$ cat config.mk
export PLATFORM = sky130hd
export DESIGN_NAME = tzol_ctrl
export DESIGN_NICKNAME = d
export VERILOG_FILES = /design/src/hdl/tzol_pkg.sv /design/src/hdl/tzol_ctrl.sv
export SDC_FILE = /design/constraint.sdc
export NUM_CORES = 1
export LEC_CHECK = 0
export ABC_CLOCK_PERIOD_IN_PS = 4550
export CAP_MARGIN = 15
export CORE_AREA = 2 2 39 41
export CTS_CLUSTER_DIAMETER = 120
export DETAILED_ROUTE_END_ITERATION = 8
export DIE_AREA = 0 0 41 43
export DONT_BUFFER_PORTS = 1
export SLEW_MARGIN = 20
export SYNTH_ARGS = -nofsm -noshare
export SYNTH_HDL_FRONTEND = slang
export SYNTH_SLANG_ARGS = --single-unit
$ cat constraint.sdc
create_clock -name i_clk -period 4.55 [get_ports i_clk]
set_clock_uncertainty 0.15 [all_clocks]
set_input_delay 0.91 -clock i_clk [delete_from_list [all_inputs] [get_ports i_clk]]
set_output_delay 0.91 -clock i_clk [all_outputs]
set_load 0.01 [all_outputs]
$ cat src/hdl/tzol_pkg.sv
// shared types, constants and helper functions for the tzif offset lookup block
package tzol_pkg;

    // header length and field positions
    localparam int unsigned HDR_LEN    = 44;
    localparam int unsigned HDR_FIELDS = 20;

    // load report codes
    localparam logic [2:0] ST_OK        = 3'd0;
    localparam logic [2:0] ST_BAD_MAGIC1 = 3'd1;
    localparam logic [2:0] ST_BAD_MAGIC2 = 3'd2;
    localparam logic [2:0] ST_TRUNCATED = 3'd3;
    localparam logic [2:0] ST_TOO_LARGE = 3'd4;

    // item kinds
    localparam logic KIND_LOAD  = 1'b0;
    localparam logic KIND_QUERY = 1'b1;

    // configuration register indexes
    localparam logic CFG_FIXED_MODE   = 1'b0;
    localparam logic CFG_FIXED_OFFSET = 1'b1;

    typedef enum logic [3:0] {
        PH_HDR1   = 4'd0,
        PH_SKIP1  = 4'd1,
        PH_HDR2   = 4'd2,
        PH_TIMES  = 4'd3,
        PH_TYPES  = 4'd4,
        PH_TTINFO = 4'd5,
        PH_CHARS  = 4'd6,
        PH_DONE   = 4'd7,
        PH_DRAIN  = 4'd8
    } t_phase;

    typedef enum logic [1:0] {
        S_IDLE,
        S_WALK,
        S_TYPE,
        S_SUM
    } t_state;

    typedef enum logic [1:0] {
        QM_NONE,
        QM_FIXED,
        QM_TABLE
    } t_qmode;

    // controller to datapath
    typedef struct packed {
        logic accept;
        logic walk_start;
        logic walk_step;
        logic type_rd;
        logic finish;
    } t_dp_cmd;

    // datapath to controller
    typedef struct packed {
        logic out_free;
        logic need_walk;
        logic walk_done;
    } t_dp_stat;

    // expected magic "TZif"
    function automatic logic [7:0] magic_byte(input logic [1:0] pos);
        logic [7:0] m;
        unique case (pos)
            2'd0: m = 8'h54;
            2'd1: m = 8'h5A;
            2'd2: m = 8'h69;
            default: m = 8'h66;
        endcase
        return m;
    endfunction

    // first non-empty section from the given one on
    function automatic t_phase enter_phase(input t_phase from, input logic [31:0] tc,
                                           input logic [31:0] ty, input logic [31:0] cc);
        t_phase ph;
        ph = from;
        if (ph == PH_TIMES && tc == 32'd0) ph = PH_TYPES;
        if (ph == PH_TYPES && tc == 32'd0) ph = PH_TTINFO;
        if (ph == PH_TTINFO && ty == 32'd0) ph = PH_CHARS;
        if (ph == PH_CHARS && cc == 32'd0) ph = PH_DONE;
        return ph;
    endfunction

endpackage

$ cat src/hdl/tzol_ctrl.sv
// controller state machine: accept, table walk, type fetch and result hand-off
module tzol_ctrl (
    input  logic               i_clk,
    input  logic               i_rst_n,
    input  logic               i_in_valid,
    input  logic               i_kind,
    input  tzol_pkg::t_dp_stat i_stat,
    output tzol_pkg::t_dp_cmd  o_cmd
);

    tzol_pkg::t_state r_state;
    tzol_pkg::t_state n_state;

    // state register
    always_ff @(posedge i_clk) begin
        if (!i_rst_n) begin
            r_state <= tzol_pkg::S_IDLE;
        end else begin
            r_state <= n_state;
        end
    end

    // next state
    always_comb begin
        n_state = r_state;
        unique case (r_state)
            tzol_pkg::S_IDLE: begin
                if (i_stat.out_free && i_in_valid && i_kind == tzol_pkg::KIND_QUERY) begin
                    n_state = i_stat.need_walk ? tzol_pkg::S_WALK : tzol_pkg::S_SUM;
                end
            end
            tzol_pkg::S_WALK: begin
                if (i_stat.walk_done) n_state = tzol_pkg::S_TYPE;
            end
            tzol_pkg::S_TYPE: n_state = tzol_pkg::S_SUM;
            tzol_pkg::S_SUM: begin
                if (i_stat.out_free) n_state = tzol_pkg::S_IDLE;
            end
            default: n_state = tzol_pkg::S_IDLE;
        endcase
    end

    // commands
    always_comb begin
        o_cmd = '0;
        unique case (r_state)
            tzol_pkg::S_IDLE: begin
                o_cmd.accept     = i_stat.out_free;
                o_cmd.walk_start = i_stat.out_free && i_in_valid &&
                                   i_kind == tzol_pkg::KIND_QUERY;
            end
            tzol_pkg::S_WALK: o_cmd.walk_step = 1'b1;
            tzol_pkg::S_TYPE: o_cmd.type_rd = 1'b1;
            tzol_pkg::S_SUM:  o_cmd.finish = i_stat.out_free;
            default: o_cmd = '0;
        endcase
    end

endmodule

==> impl_metrics.py <==
metrics = {
    "critical_path": {
        "regToRegStartpoint": "r_state[0]",
        "critical_path.startpoint_type": "input pin",
        "critPathMaxStageDelay_ps": 210,
        "crit_path_top_delay_cell": "sky130_fd_sc_hd__nor2_1",
        "critPathMaxFanout": 3,
        "worstReg2RegEnd": "r_state[0]",
        "reg_to_reg_slack_setup_ps": 2890,
        "timing_worst_setup_path_type": "input pin to output pin",
        "critPathLaunch": "i_kind",
        "cp.arrival_ps": 1230,
        "crit_buf_inv": 0,
        "cp_cell_sequence": "nand3_1 > nor2_1",
        "r2r.worst_path.cells": 5,
        "critical-path-top-delay-family": "simple AND/OR/NAND/NOR gates",
        "cp_data_required_time_ps": 3490,
        "capturing_element_type_of_the_critical_path": "output pin",
    },
    "place": {
        "place_inst": 40,
        "gpl.final_weighted_congestion": 0.6713,
        "portBuffers": 0,
        "post_dp_cell_area_um2": 236.5,
    },
    "route": {
        "drt-wirelength-per-cell_um": 10.00,
        "detailedRoute.firstPassIterationCount": 2,
        "postRouteWirelength_um": 430,
        "detail_route.vias_per_cell": 3.884,
        "ant_nets": 0,
        "via_count": 167,
        "detail_route.iter0.violations": 1,
        "post-route-drc-count": 0,
    },
    "synth": {
        "netlist_area_before_placement_um2": 216.5,
        "netlist-cell-type-count": 15,
        "synth-main-ff-cell": "sky130_fd_sc_hd__dfxtp_1",
        "syn_inst": 24,
        "synth.largest_area_cell": "sky130_fd_sc_hd__ha_1",
        "synth_top_cell_area_share_pct": 28.90,
        "post_synth_most_frequent_cells": "5 x sky130_fd_sc_hd__ha_1, 3 x sky130_fd_sc_hd__inv_1, 2 x sky130_fd_sc_hd__and2_2, 2 x sky130_fd_sc_hd__dfxtp_1, 2 x sky130_fd_sc_hd__nand2_1",
        "synth_seq_cells": 2,
        "synth.yosys.warnings": 0,
        "synth_most_common_cell": "sky130_fd_sc_hd__ha_1",
        "number_of_enable_type_register_cells_in_the_synthesized_netlist": 0,
        "postSynth.asyncResetShare_pct": 0,
        "synthesis.area_per_instance_um2": 9.019,
        "synth_top_cells_by_area": "sky130_fd_sc_hd__ha_1 29%, sky130_fd_sc_hd__dfxtp_1 18%, sky130_fd_sc_hd__and2_2 6.9%",
        "portion_of_the_post_synthesis_area_used_by_sequential_elements_pct": 18.50,
        "synth_nets": 36,
    },
    "floorplanning": {
        "core_region_area_mm2": 0.001384,
        "die_height_um": 43,
        "die_w_um": 41,
        "initial_utilization_pct": 15.64,
        "placement_rows": 14,
        "area_enclosed_by_the_die_boundary_mm2": 0.001763,
        "number_of_placed_i_o_pins": 12,
    },
    "pwr": {
        "power_frac_comb_pct": 55.8,
        "vdd.ir_drop.worst_mv": 0.1833,
        "sw_power_mw": 0.06671,
        "power_report.internal_total_mw": 0.09997,
        "design_power_total_mw": 0.1667,
        "power_leakage_nw": 0.1283,
        "power.share.switching_pct": 40.02,
        "power-per-cell-area_mw_per_mm2": 643.6,
        "p_seq_share_pct": 20.9,
        "clockPowerShare_pct": 23.3,
    },
    "layout": {
        "fin_cells": 43,
        "post-route-cell-area_um2": 259.0,
        "syn_to_final_growth_pct": 19.65,
        "num-fill-cells": 153,
        "top_register": "r_state",
        "fraction_of_final_layout_cells_sized_beyond_drive_strength_1_pct": 25.93,
        "top_regs": "r_state (2)",
        "final_nets": 41,
        "insertedDiodeCount": 0,
        "largest_register_ffs": 2,
    },
    "global_route": {
        "grt_antenna_before_repair": 0,
        "pin_count_of_the_biggest_net_entering_global_routing": 5,
        "global_route_wire_length_before_repair_um": 648,
        "grt_pass1_vias": 175,
        "groute.usage.overall_pct": 6.012,
        "overflow": 0,
    },
    "clock_tree": {
        "resize_count_post_cts": 0,
        "cts.reportedPaths.clkPinSlew_ps": 30,
        "ctsHtreeMaxLevel": 1,
        "cts_made_buffers": 3,
        "cts.sinks": 2,
        "cts_tree": "yes",
        "cts_hold_buffers": 0,
        "cts.repair_timing.setup_buffer_count": 0,
        "cts.root.buffer_cell": "sky130_fd_sc_hd__clkbuf_4",
        "skew_pair_late_insertion_delay_ps": 220,
        "clock_tree.buffer_depth": 2,
    },
    "sta": {
        "worst_pin_slew_ps": 230.4,
        "max_slew_margin_pct": 84.61,
        "period_share_pct": 50.32,
        "worst_hold_slack_ps": 358.7,
        "final_hold_vio_count": 0,
        "fin_tns_setup_ps": 0,
        "max_freq_mhz": 436.8,
        "setup_viol_count_final": 0,
        "final_period_minus_worst_setup_slack_ps": 2290,
        "rsz0062_at_grt": "no",
        "report.final.slew_viol_count": 0,
    },
    "worst_hold_path": {
        "hold_path_class": "flop to flop",
        "worst_hold_startpoint": "r_state[1]",
        "timing.hold.worst_endpoint": "r_state[1]",
        "timing.hold.worst_path_depth": 2,
    },
    "run_status": {
        "status": "finished, final reports clean",
    },
    "run": {
        "maxCapViolCount": 0,
    },
}
[power groups by stage]
| stage | clock, mW | combinational (mW) | sequential (mW) |
|---|---|---|---|
| detailed placement | 0 | 0.0958 | 0.0356 |
| global route | 0.0434 | 0.108 | 0.0358 |
| finish | 0.0388 | 0.0931 | 0.0348 |
| CTS | 0.0409 | 0.0961 | 0.0354 |
| global placement | 0 | 0.0956 | 0.0350 |
| floorplan | 0 | 0.0823 | 0.0331 |
[cells in the final DEF, fill, tap and decap left out]
cell / count
sky130_fd_sc_hd__a2111o_1: 1
sky130_fd_sc_hd__a211oi_2: 1
sky130_fd_sc_hd__and2_2: 2
sky130_fd_sc_hd__and2b_1: 1
sky130_fd_sc_hd__clkbuf_4: 3
sky130_fd_sc_hd__dfxtp_1: 2
sky130_fd_sc_hd__ha_1: 5
sky130_fd_sc_hd__inv_1: 3
sky130_fd_sc_hd__mux2i_1: 1
sky130_fd_sc_hd__nand2_1: 2
sky130_fd_sc_hd__nand3_1: 1
sky130_fd_sc_hd__nor2_1: 1
sky130_fd_sc_hd__nor2b_1: 1
sky130_fd_sc_hd__o211a_1: 1
sky130_fd_sc_hd__o211ai_1: 1
sky130_fd_sc_hd__or2_2: 1
[area by class of cell]
class	count	area [µm²]	area share (%)
inverter	3	11.26	4.348
multi-input combinational	19	165.2	63.77
clock buffer	3	22.52	8.696
sequential	2	40.04	15.46
tap	16	20.02	7.729
[worst max-delay path by stage]
stage	end	slack (ps)	depth (start not counted)
CTS	o_cmd[3]	2250	2
global placement	o_cmd[3]	2270	2
floorplan	o_cmd[3]	2290	2
global route	o_cmd[3]	2160	2
finish	o_cmd[3]	2260	2
detailed placement	o_cmd[3]	2250	2
[metrics by stage]
| stage | setup slack, ps | utilization, % |
|---|---|---|
| finish | 2260 | 18.72 |
| global route | 2164 | 18.72 |
| CTS | 2249 | 18.72 |
| detailed placement | 2249 | 17.09 |
| global placement | 2267 | 17.09 |
| floorplan | 2290 | - |
[per-layer routing]
metal / wire length (µm) / part of all wire (%) / vias up / global-route usage [%]
li1: - / - / 90 / -
met2: 174 / 40 / 8 / 7.813
met1: 197 / 46 / 69 / 5.112
met4: 0 / 0 / 0 / 0
met3: 59 / 14 / 0 / 9.948
met5: 0 / 0 / - / 0
[logic make-up (layout without fill, tap and decap cells)]
group	after synthesis	after routing	synth area share, %
compound gates	4	4	19.08
buf+inv	3	6	5.202
flops	2	2	18.50
simple gates	9	9	23.70
mux	1	1	4.624
fa+ha+maj	5	5	28.90
Power figures use the tool's default switching activity.
